<file path="src/hdl/ltde_pkg.sv">
`default_nettype none

package ltde_pkg;

   // Address delta is taken modulo 2^ADDR_WIDTH (16 to 64).
   localparam int ADDR_WIDTH = 32;

   localparam int AddrFieldWidth = 32;
   localparam int LineWidth      = 31;
   localparam int FileWidth      = 16;
   localparam int LineDeltaWidth = LineWidth + 1;
   localparam int FileIncWidth   = FileWidth + 1;

   // Address bits that survive the modulo; the field itself is 32 bits wide.
   localparam int AddrKeep = (ADDR_WIDTH < AddrFieldWidth) ? ADDR_WIDTH : AddrFieldWidth;
   // Width of the working value of the LEB128 unit.
   localparam int ValWidth = (ADDR_WIDTH > LineDeltaWidth) ? ADDR_WIDTH : LineDeltaWidth;

   localparam logic [7:0] OpCopy     = 8'h01;
   localparam logic [7:0] OpAdvPc    = 8'h02;
   localparam logic [7:0] OpAdvLine  = 8'h03;
   localparam logic [7:0] OpSetFile  = 8'h04;

   typedef enum logic [2:0] {
      ST_IDLE,
      ST_PC_OP,
      ST_PC_LEB,
      ST_LINE_OP,
      ST_LINE_LEB,
      ST_FILE_OP,
      ST_FILE_LEB,
      ST_COPY
   } state_type;

   typedef struct packed {
      logic [7:0]          data;
      logic                last;
      logic [ValWidth-1:0] rest;
   } leb_out_type;

endpackage

`default_nettype wire

</file>
<file path="src/hdl/ltde_if.sv">
`default_nettype none

interface ltde_req_if;
   logic                                 valid;
   logic                                 ready;
   logic [ltde_pkg::AddrFieldWidth-1:0]  code_address;
   logic [ltde_pkg::LineWidth-1:0]       source_line;
   logic [ltde_pkg::FileWidth-1:0]       file_number;

   modport source (output valid, code_address, source_line, file_number, input ready);
   modport sink   (input valid, code_address, source_line, file_number, output ready);
endinterface

interface ltde_rsp_if;
   logic       valid;
   logic       ready;
   logic [7:0] out_byte;
   logic       row_end;

   modport source (output valid, out_byte, row_end, input ready);
   modport sink   (input valid, out_byte, row_end, output ready);
endinterface

`default_nettype wire

</file>
<file path="src/hdl/ltde_leb_unit.sv">
`default_nettype none

// One LEB128 step: the low seven bits of the value, the continuation flag
// and the value shifted down by seven for the next step.
module ltde_leb_unit (
   input  wire logic [ltde_pkg::ValWidth-1:0] value,
   input  wire logic                          is_signed,
   output ltde_pkg::leb_out_type              result
);

   logic [ltde_pkg::ValWidth-8:0] upper;
   logic                          last;

   assign upper = value[ltde_pkg::ValWidth-1:7];

   always_comb begin
      if (is_signed) begin
         // Done once every bit above the payload equals its sign bit.
         last = value[6] ? (&upper) : (upper == '0);
      end else begin
         last = (upper == '0);
      end
      result.last = last;
      result.data = {~last, value[6:0]};
      if (is_signed) begin
         result.rest = ltde_pkg::ValWidth'($signed(value) >>> 7);
      end else begin
         result.rest = value >> 7;
      end
   end

endmodule

`default_nettype wire

</file>
<file path="src/hdl/line_table_delta_encoder_unit.sv">
`default_nettype none

// Channel  Direction  Beat contents
// req      in         code_address, source_line, file_number (one line-table row)
// rsp      out        out_byte, row_end (one byte of the line program)
//
// A row of N output bytes (5 to 17 at the default address width) is accepted
// in ST_IDLE; the sequencer then issues one byte per cycle while rsp is not
// stalled, running every LEB128 byte through the single shared encoder step.
// Reset is synchronous; it clears the sequencer, the output valid flag and the
// previous row state (address 0, line 1, file 0). While rsp is stalled the
// sequencer holds; req is ready only between rows.
module line_table_delta_encoder_unit (
   input wire logic  clock,
   input wire logic  reset,
   ltde_req_if.sink  req_ch,
   ltde_rsp_if.source rsp_ch
);

   ltde_pkg::state_type                     state_ff, state_in;
   logic [ltde_pkg::ValWidth-1:0]           val_ff, val_in;
   logic signed [ltde_pkg::LineDeltaWidth-1:0] line_delta_ff, line_delta_in;
   logic                                    file_chg_ff, file_chg_in;
   logic [ltde_pkg::FileIncWidth-1:0]       file_inc_ff, file_inc_in;

   logic [ltde_pkg::AddrKeep-1:0]           prev_addr_ff;
   logic [ltde_pkg::LineWidth-1:0]          prev_line_ff;
   logic [ltde_pkg::FileWidth-1:0]          prev_file_ff;

   logic                                    out_valid_ff, out_valid_in;
   logic [7:0]                              out_byte_ff, out_byte_in;
   logic                                    out_end_ff, out_end_in;

   logic                                    accept;
   logic                                    out_free;
   logic                                    leb_signed;
   ltde_pkg::leb_out_type                   leb;
   logic [ltde_pkg::AddrKeep-1:0]           addr_keep;
   logic [ltde_pkg::ADDR_WIDTH-1:0]         addr_delta;

   ltde_leb_unit u_leb (
      .value     (val_ff),
      .is_signed (leb_signed),
      .result    (leb)
   );

   assign req_ch.ready    = (state_ff == ltde_pkg::ST_IDLE);
   assign accept          = req_ch.valid && req_ch.ready;
   assign out_free        = !out_valid_ff || rsp_ch.ready;
   assign leb_signed      = (state_ff == ltde_pkg::ST_LINE_LEB);

   assign rsp_ch.valid    = out_valid_ff;
   assign rsp_ch.out_byte = out_byte_ff;
   assign rsp_ch.row_end  = out_end_ff;

   assign addr_keep  = req_ch.code_address[ltde_pkg::AddrKeep-1:0];
   assign addr_delta = ltde_pkg::ADDR_WIDTH'(addr_keep)
                     - ltde_pkg::ADDR_WIDTH'(prev_addr_ff);

   always_ff @(posedge clock) begin
      if (reset) begin
         state_ff     <= ltde_pkg::ST_IDLE;
         out_valid_ff <= 1'b0;
         prev_addr_ff <= '0;
         prev_line_ff <= ltde_pkg::LineWidth'(1);
         prev_file_ff <= '0;
      end else begin
         state_ff     <= state_in;
         out_valid_ff <= out_valid_in;
         if (accept) begin
            prev_addr_ff <= addr_keep;
            prev_line_ff <= req_ch.source_line;
            prev_file_ff <= req_ch.file_number;
         end
      end
   end

   always_ff @(posedge clock) begin
      val_ff        <= val_in;
      line_delta_ff <= line_delta_in;
      file_chg_ff   <= file_chg_in;
      file_inc_ff   <= file_inc_in;
      out_byte_ff   <= out_byte_in;
      out_end_ff    <= out_end_in;
   end

   always_comb begin
      logic emit;
      logic [7:0] emit_byte;
      logic emit_end;

      emit          = 1'b0;
      emit_byte     = ltde_pkg::OpCopy;
      emit_end      = 1'b0;
      state_in      = state_ff;
      val_in        = val_ff;
      line_delta_in = line_delta_ff;
      file_chg_in   = file_chg_ff;
      file_inc_in   = file_inc_ff;

      unique case (state_ff)
         ltde_pkg::ST_IDLE: begin
            if (accept) begin
               val_in        = ltde_pkg::ValWidth'(addr_delta);
               line_delta_in = $signed({1'b0, req_ch.source_line})
                             - $signed({1'b0, prev_line_ff});
               file_chg_in   = (req_ch.file_number != prev_file_ff);
               file_inc_in   = {1'b0, req_ch.file_number} + ltde_pkg::FileIncWidth'(1);
               state_in      = ltde_pkg::ST_PC_OP;
            end
         end
         ltde_pkg::ST_PC_OP: begin
            emit      = 1'b1;
            emit_byte = ltde_pkg::OpAdvPc;
            if (out_free) begin
               state_in = ltde_pkg::ST_PC_LEB;
            end
         end
         ltde_pkg::ST_PC_LEB: begin
            emit      = 1'b1;
            emit_byte = leb.data;
            if (out_free) begin
               val_in = leb.rest;
               if (leb.last) begin
                  state_in = ltde_pkg::ST_LINE_OP;
               end
            end
         end
         ltde_pkg::ST_LINE_OP: begin
            emit      = 1'b1;
            emit_byte = ltde_pkg::OpAdvLine;
            if (out_free) begin
               // Size cast of a signed value sign-extends it.
               val_in   = ltde_pkg::ValWidth'(line_delta_ff);
               state_in = ltde_pkg::ST_LINE_LEB;
            end
         end
         ltde_pkg::ST_LINE_LEB: begin
            emit      = 1'b1;
            emit_byte = leb.data;
            if (out_free) begin
               val_in = leb.rest;
               if (leb.last) begin
                  state_in = file_chg_ff ? ltde_pkg::ST_FILE_OP : ltde_pkg::ST_COPY;
               end
            end
         end
         ltde_pkg::ST_FILE_OP: begin
            emit      = 1'b1;
            emit_byte = ltde_pkg::OpSetFile;
            if (out_free) begin
               val_in   = ltde_pkg::ValWidth'(file_inc_ff);
               state_in = ltde_pkg::ST_FILE_LEB;
            end
         end
         ltde_pkg::ST_FILE_LEB: begin
            emit      = 1'b1;
            emit_byte = leb.data;
            if (out_free) begin
               val_in = leb.rest;
               if (leb.last) begin
                  state_in = ltde_pkg::ST_COPY;
               end
            end
         end
         ltde_pkg::ST_COPY: begin
            emit      = 1'b1;
            emit_byte = ltde_pkg::OpCopy;
            emit_end  = 1'b1;
            if (out_free) begin
               state_in = ltde_pkg::ST_IDLE;
            end
         end
         default: begin
            state_in = ltde_pkg::ST_IDLE;
         end
      endcase

      // The output register takes a new beat only once the last one has left.
      if (emit && out_free) begin
         out_valid_in = 1'b1;
         out_byte_in  = emit_byte;
         out_end_in   = emit_end;
      end else begin
         out_valid_in = out_valid_ff && !rsp_ch.ready;
         out_byte_in  = out_byte_ff;
         out_end_in   = out_end_ff;
      end
   end

endmodule

`default_nettype wire

</file>
<file path="src/flat_wrapper.sv">
// flat-port wrapper written by rule: the top's interface ports become plain ports
module line_table_delta_encoder_unit_flat 
  (clock, reset, req_ch_valid, req_ch_code_address, req_ch_source_line, req_ch_file_number, req_ch_ready, rsp_ch_valid, rsp_ch_out_byte, rsp_ch_row_end, rsp_ch_ready);
  ltde_req_if req_ch_i ();
  ltde_rsp_if rsp_ch_i ();
  input wire logic clock;
  input wire logic reset;
  input wire logic [$bits(req_ch_i.valid)-1:0] req_ch_valid;
  input wire logic [$bits(req_ch_i.code_address)-1:0] req_ch_code_address;
  input wire logic [$bits(req_ch_i.source_line)-1:0] req_ch_source_line;
  input wire logic [$bits(req_ch_i.file_number)-1:0] req_ch_file_number;
  output wire logic [$bits(req_ch_i.ready)-1:0] req_ch_ready;
  output wire logic [$bits(rsp_ch_i.valid)-1:0] rsp_ch_valid;
  output wire logic [$bits(rsp_ch_i.out_byte)-1:0] rsp_ch_out_byte;
  output wire logic [$bits(rsp_ch_i.row_end)-1:0] rsp_ch_row_end;
  input wire logic [$bits(rsp_ch_i.ready)-1:0] rsp_ch_ready;
  assign req_ch_i.valid = req_ch_valid;
  assign req_ch_i.code_address = req_ch_code_address;
  assign req_ch_i.source_line = req_ch_source_line;
  assign req_ch_i.file_number = req_ch_file_number;
  assign req_ch_ready = req_ch_i.ready;
  assign rsp_ch_valid = rsp_ch_i.valid;
  assign rsp_ch_out_byte = rsp_ch_i.out_byte;
  assign rsp_ch_row_end = rsp_ch_i.row_end;
  assign rsp_ch_i.ready = rsp_ch_ready;
  line_table_delta_encoder_unit u_core (.clock(clock), .reset(reset), .req_ch(req_ch_i), .rsp_ch(rsp_ch_i));
endmodule
</file>
<file path="config.mk">
export PLATFORM = sky130hd
export DESIGN_NAME = line_table_delta_encoder_unit_flat
export DESIGN_NICKNAME = d
export VERILOG_FILES = /design/src/hdl/ltde_pkg.sv /design/src/hdl/ltde_if.sv /design/src/hdl/ltde_leb_unit.sv /design/src/hdl/line_table_delta_encoder_unit.sv /design/src/flat_wrapper.sv
export SDC_FILE = /design/constraint.sdc
export NUM_CORES = 1
export LEC_CHECK = 0
export ABC_AREA = 1
export BUFFER_PORTS_ARGS = -buffer_cell sky130_fd_sc_hd__buf_2
export CORE_MARGIN = 2
export CORE_UTILIZATION = 40
export CTS_BUF_LIST = sky130_fd_sc_hd__clkbuf_16
export CTS_CLUSTER_DIAMETER = 60
export DETAILED_ROUTE_END_ITERATION = 12
export PLACE_DENSITY = 0.54
export SLEW_MARGIN = 10
export SYNTH_ARGS = -nofsm -noshare
export SYNTH_HDL_FRONTEND = slang
export SYNTH_HIERARCHICAL = 1
export SYNTH_SLANG_ARGS = --single-unit
</file>
<file path="constraint.sdc">
create_clock -name clock -period 3.8 [get_ports clock]
set_clock_uncertainty 0.05 [all_clocks]
set_input_delay 0.38 -clock clock [delete_from_list [all_inputs] [get_ports clock]]
set_output_delay 0.38 -clock clock [all_outputs]
set_load 0.02 [all_outputs]
</file>
==> results.toml, run 1 <==
[die]
core-area_um2 = 28860
fp.dieH_um = 175.8
die_w_um = 175.8
num_rows = 62
die-area_um2 = 30910
start_util_pct = 40.92
ios = 94

[setup_path]
reg2reg_from = "u_core/state_ff[0]"
crit_type = "reg -> reg"
crit_family = "buffers and inverters"
rr_worst_depth = 10
r2r_setup_slack_ns = 1.17
setup.worst_path.start_class = "flip-flop"
crit_required_ns = 3.91
cp_num_buf_inv = 4
worstPathCellList = "nand2_1, inv_1, nand2_1, inv_2, a21oi_2, buf_4, inv_2, a21oi_1, o21ai_0, nand4_1"
arrival_ns = 2.74
critPathMaxStageDelay_ns = 0.58
setup.worst_path.end_class = "flip-flop"
r2r_end = "u_core/val_ff[7]"
cp_slowest_cell = "dfxtp_1"
crit_fanout = 34

[synth]
syn-num-nets = 1801
synth.cell_area_um2 = 11810
synth_common_cells = "nand2_1 (436), inv_1 (263), a21oi_1 (148)"
synth_top_area_share_pct = 23.14
synthArstFlopShare_pct = 0
yosys_warnings = 6
yosys.area.top_type = "edfxtp_1"
synth_cell_types = 40
post-synth-top-count-cell = "nand2_1"
yosys_most_used_dff = "edfxtp_1"
synth_top_cells_by_area = "edfxtp_1 (23%), dfxtp_1 (14%), nand2_1 (14%), inv_1 (8.4%), ha_1 (6.7%)"
synth_edf_count = 91
avgSynthCellArea_um2 = 7.144
netlist_instances = 1653
ys_ff_latch = 174
ys_seq_area_share_pct = 37.21

[grt]
grt_use_total_pct = 20.01
antenna_found_initial = 0
grt.met2_usage_pct = 32.00
gr-max-usage-layer = "met2"
grt-ovfl-total = 0
grt_pass1_wl_um = 49600
use_met3_pct = 2.597
first_global_vias = 9654
grtUsageMet1_pct = 28.48
grt_max_degree = 83

[cells_and_area]
nFillCells = 3112
layout.nets = 1845
syn_to_final_growth_pct = 9.853
insertedDiodeCount = 0
drive_above_1_share_pct = 9.006

[placed_design]
dp_slack_ns = 1.226
dp_hpwl_um = 23890
place.gp.congestion = 0.8812
portBuffers = 93

[cts]
cts.sinks = 174
cts-resized-gates = 0
clkTransAtPathRegs_ns = 0.07
cts_made_buffers = 17
tritoncts = "done"
cts_root_buf = "clkbuf_16"
cts_hold_buf = 0
clk-insertion-delay-late_ns = 0.44
cts_setup_buffers = 0
clk_path_buf_depth = 2
h-tree-depth = 4

[timing]
slew_viol_final = 0
final_hold_viol_count = 0
max_clock_freq_ghz = 0.3808
worst_pin_slew_ns = 0.8976
rsz0062_at_grt = "false"
relSlewSlack_pct = 40.16
setup_viol = 0
tns_ns = 0
fin_crit_ns = 2.626
layout_setup_ws_ns = 1.174
min_period_over_period_pct = 69.10

[min_path]
hold-path-endpoint = "u_core/state_ff[2]"
hp-start = "reset"
hold_depth = 2
hold_path_class = "in -> reg"

[outcome]
status = "complete, no violations"

[pwr]
p_leak_uw = 0.006086
power_density_nw_per_um2 = 725.9
ir_drop_v = 0.0003022

[drt]
firstDrtPassIters = 5
final_antenna_net_count = 0
drc = 0
num_vias = 10279
vias_per_cell = 4.909
wl_um = 30280
drt_iter0_markers = 701
wl_per_cell_um = 14.46

[job]
cap_viol_max_count = 0
## registers in the layout, indices dropped and copies added (netlist names)
name and count:
u_core/rsp_ch.out_byte 8, u_core/prev_file_ff 16, u_core/prev_addr_ff 32, u_core/file_chg_ff 1
u_core/rsp_ch.row_end 1, u_core/val_ff 32, u_core/state_ff 3, u_core/rsp_ch.valid 1
u_core/file_inc_ff 17, u_core/prev_line_ff 31, u_core/line_delta_ff 32
## cell families (layout without fill, tap and decap cells)
family,Yosys count,after routing,share of synthesized area [%]
AOI/OAI and AO/OA,312,312,14.52
xor gates and xnor gates,52,52,3.857
adders and majority gates,65,65,7.014
buffers and inverters,345,402,12.71
DFF,174,174,37.21
and+or+nand+nor,705,705,24.69
## worst max-delay path by stage
stage,start,end,cells past startpoint
after CTS,u_core/state_ff[0],u_core/val_ff[7],10
after global placement,u_core/state_ff[0],u_core/val_ff[7],10
final,u_core/state_ff[0],u_core/val_ff[7],10
after floorplan,u_core/state_ff[0],u_core/val_ff[0],7
after detailed placement,u_core/state_ff[0],u_core/val_ff[7],10
after global routing,u_core/state_ff[0],u_core/val_ff[7],10
## metrics by stage
| step | utilization [%] | area, um^2 | total power [uW] | hold WS, ns | cells |
|---|---|---|---|---|---|
| 2_1_floorplan | - | 11810 | 6546 | 0.3831 | 1653 |
| 3_3_place_gp | 42.73 | 12330 | 7516 | 0.3920 | 2062 |
| 3_5_place_dp | 42.73 | 12330 | 7546 | 0.4014 | 2062 |
| 4_1_cts | 44.95 | 12970 | 9491 | 0.04479 | 2094 |
| 5_1_grt | 44.95 | 12970 | 10190 | 0.06279 | 2094 |
| 6_report | 44.95 | 12970 | 9417 | 0.06621 | 2094 |
## layer usage
layer	part of all wire (%)	routed length (um)	up-vias
li1	-	-	5397
met1	49	14970	4668
met2	45	13700	189
met3	4.1	1238	25
met4	1.2	371	0
met5	0	0	-
## area by class of cell
cell class	instances	area [um^2]	area share [%]
Tap cell	384	480.5	3.704
Inverter	271	1018	7.851
Clock buffer	17	425.4	3.279
Sequential cell	174	4394	33.87
Multi-Input combinational cell	1134	5916	45.60
Clock inverter	15	215.2	1.659
Timing Repair Buffer	99	523.0	4.032
## placed cells by master, fill, tap and decap left out, drive strengths merged, types with 2 or more instances in the layout
master	instances
nand3	73
or2	3
a22o	23
clkbuf	17
buf	99
o21ai	115
xnor2	14
edfxtp	91
nor4	3
a21o	3
dfxtp	83
nand2	436
a21oi	149
nor3	21
fa	2
nand4	21
nor2	142
o21bai	7
xor2	38
inv	275
o211ai	5
bufinv	2
o2111ai	2
nand3b	4
o21a	4
and2	2
ha	63
clkinv	8
## report_power, final
part	leakage [uW]	internal, uW	switching, uW
clock	0.000309	1020	878
combinational	0.00422	1330	2850
sequential	0.00156	2970	363
total	0.00609	5330	4090
Power figures use the tool's default switching activity.
==> run 2: changes to the inputs <==
==> constraint.sdc (replaced) <==
create_clock -name clock -period 2.6 [get_ports clock]
set_clock_uncertainty 0.05 [all_clocks]
set_input_delay 0.26 -clock clock [delete_from_list [all_inputs] [get_ports clock]]
set_output_delay 0.26 -clock clock [all_outputs]
set_load 0.02 [all_outputs]
==> results.toml, run 2 (synthesized netlist as in run 1, its figures left out) <==
[outcome]
status = "complete, no violations"

[drt]
num_vias = 10363
final_antenna_net_count = 0
wl_per_cell_um = 14.73
drt_iter0_markers = 690
firstDrtPassIters = 5
wl_um = 30890
vias_per_cell = 4.942
drc = 0

[min_path]
hold-path-endpoint = "u_core/prev_addr_ff[31]"
hp-start = "req_ch_code_address[31]"
hold_depth = 3
hold_path_class = "in -> reg"

[grt]
grt-ovfl-total = 0
first_global_vias = 9664
antenna_found_initial = 0
grt_pass1_wl_um = 50130
grt_use_total_pct = 20.46
grt_max_degree = 79

[die]
start_util_pct = 40.92
die-area_um2 = 30910
ios = 94
die_w_um = 175.8
core-area_um2 = 28860
num_rows = 62
fp.dieH_um = 175.8

[setup_path]
rr_worst_depth = 10
crit_family = "adder cells"
r2r_end = "u_core/val_ff[8]"
cp_slowest_cell = "fa_1"
critPathMaxStageDelay_ns = 0.41
setup.worst_path.end_class = "flip-flop"
crit_fanout = 4
arrival_ns = 2.43
startpoint = "u_core/prev_addr_ff[0]"
crit_type = "reg -> reg"
r2r_setup_slack_ns = 0.29
crit_required_ns = 2.72
cp_num_buf_inv = 1
worstPathCellList = "ha_1, fa_1, inv_1, nand3_1, nand3_1, nand2_1, nand2_1, nor2_1, o21ai_0, nand4_1"
reg2reg_from = "u_core/prev_addr_ff[0]"
setup.worst_path.start_class = "flip-flop"

[pwr]
p_leak_uw = 0.006070
finalPower_uw = 13580
ir_drop_v = 0.0005209
power_density_nw_per_um2 = 1050

[cells_and_area]
multi_input_area_um2 = 5916
drive_above_1_share_pct = 8.990
nFillCells = 3085
design_area_um2 = 12940
reg_top3 = "u_core/line_delta_ff: 32 flops, u_core/prev_addr_ff: 32 flops, u_core/val_ff: 32 flops"
final_cell_mix = "nand2_1 (436), inv_1 (265), a21oi_1 (148)"
insertedDiodeCount = 0
final_common_cell = "nand2_1"
syn_to_final_growth_pct = 9.568
layout.nets = 1848
final-seq-area_um2 = 4394

[timing]
max_clock_freq_ghz = 0.4325
setup_viol = 0
worst_pin_slew_ns = 0.7392
min_period_over_period_pct = 88.92
relSlewSlack_pct = 50.54
slew_viol_final = 0
final_hold_viol_count = 0
tns_ns = 0
rsz0062_at_grt = "false"
layout_setup_ws_ns = 0.2880
fin_crit_ns = 2.312

[cts]
clk_path_buf_depth = 2
tritoncts = "done"
h-tree-depth = 4
cts.sinks = 174
cts_root_buf = "clkbuf_16"
clk-insertion-delay-late_ns = 0.45
cts_made_buffers = 17
clkTransAtPathRegs_ns = 0.07
cts-resized-gates = 0

[placed_design]
dp_slack_ns = 0.1944
placed_cell_area_um2 = 12370
portBuffers = 93
place.gp.congestion = 0.8679
dp_hpwl_um = 24200

[job]
cap_viol_max_count = 0
==> run 2: cell count changes in the layout (fill, tap and decap cells not counted), sizes merged <==
cell         before  now
clkinv            8    3
bufinv            2    0
inv             275  279
clkinvlp          1    4
buf              99  101
dlygate4sd3       0    1
==> run 2: cell type report <==
class / instances / area share (%)
timing repair buffer: 102 / 4.429
tap: 384 / 3.713
clock inverter: 15 / 1.015
inverter: 271 / 7.872
multi-input combinational: 1134 / 45.72
clock buffer: 17 / 3.288
sequential: 174 / 33.96
==> run 2: worst reg2reg max path: stages, from the launching register on <==
cell and delay (ns):
dfxtp_1 0.31, ha_1 0.20, fa_1 0.41, inv_1 0.11, nand3_1 0.07, nand3_1 0.14, nand2_1 0.09, nand2_1 0.11
nor2_1 0.05, o21ai_0 0.36, nand4_1 0.14
==> run 2: worst max path at each step <==
stage,end,cells past startpoint
finish,u_core/val_ff[8],10
global route,u_core/val_ff[8],10
floorplan,u_core/val_ff[0],7
CTS,u_core/val_ff[8],10
global placement,u_core/val_ff[8],12
detailed placement,u_core/val_ff[8],12
==> run 2: layer usage <==
layer	global-route usage [%]	part of all wire [%]	up-vias
met5	0	0	-
met4	5.200	1.3	0
met3	2.879	4.0	35
met2	32.58	45	201
met1	29.21	50	4712
li1	-	-	5415
==> run 2: power by group <==
| part | switching [uW] | leakage [uW] | internal (uW) |
|---|---|---|---|
| logic | 4170 | 0.00424 | 2000 |
| clock network | 1260 | 0.000271 | 1260 |
| registers | 546 | 0.00156 | 4340 |
| total | 5980 | 0.00607 | 7600 |
==> run 2: what timing repair did <==
action,in CTS,in global routing
endpoints found under the hold margin,1,0
setup buffers,0,0
hold buffers,1,0
==> run 2: metrics by stage <==
| stage | instances | util, % | hold WS [ns] |
|---|---|---|---|
| after global routing | 2097 | 44.84 | 0.02138 |
| after detailed placement | 2064 | 42.87 | 0.3994 |
| after floorplan | 1653 | - | 0.2791 |
| after global placement | 2064 | 42.87 | 0.3911 |
| final | 2097 | 44.84 | 0.02134 |
| after CTS | 2097 | 44.84 | 0.003926 |
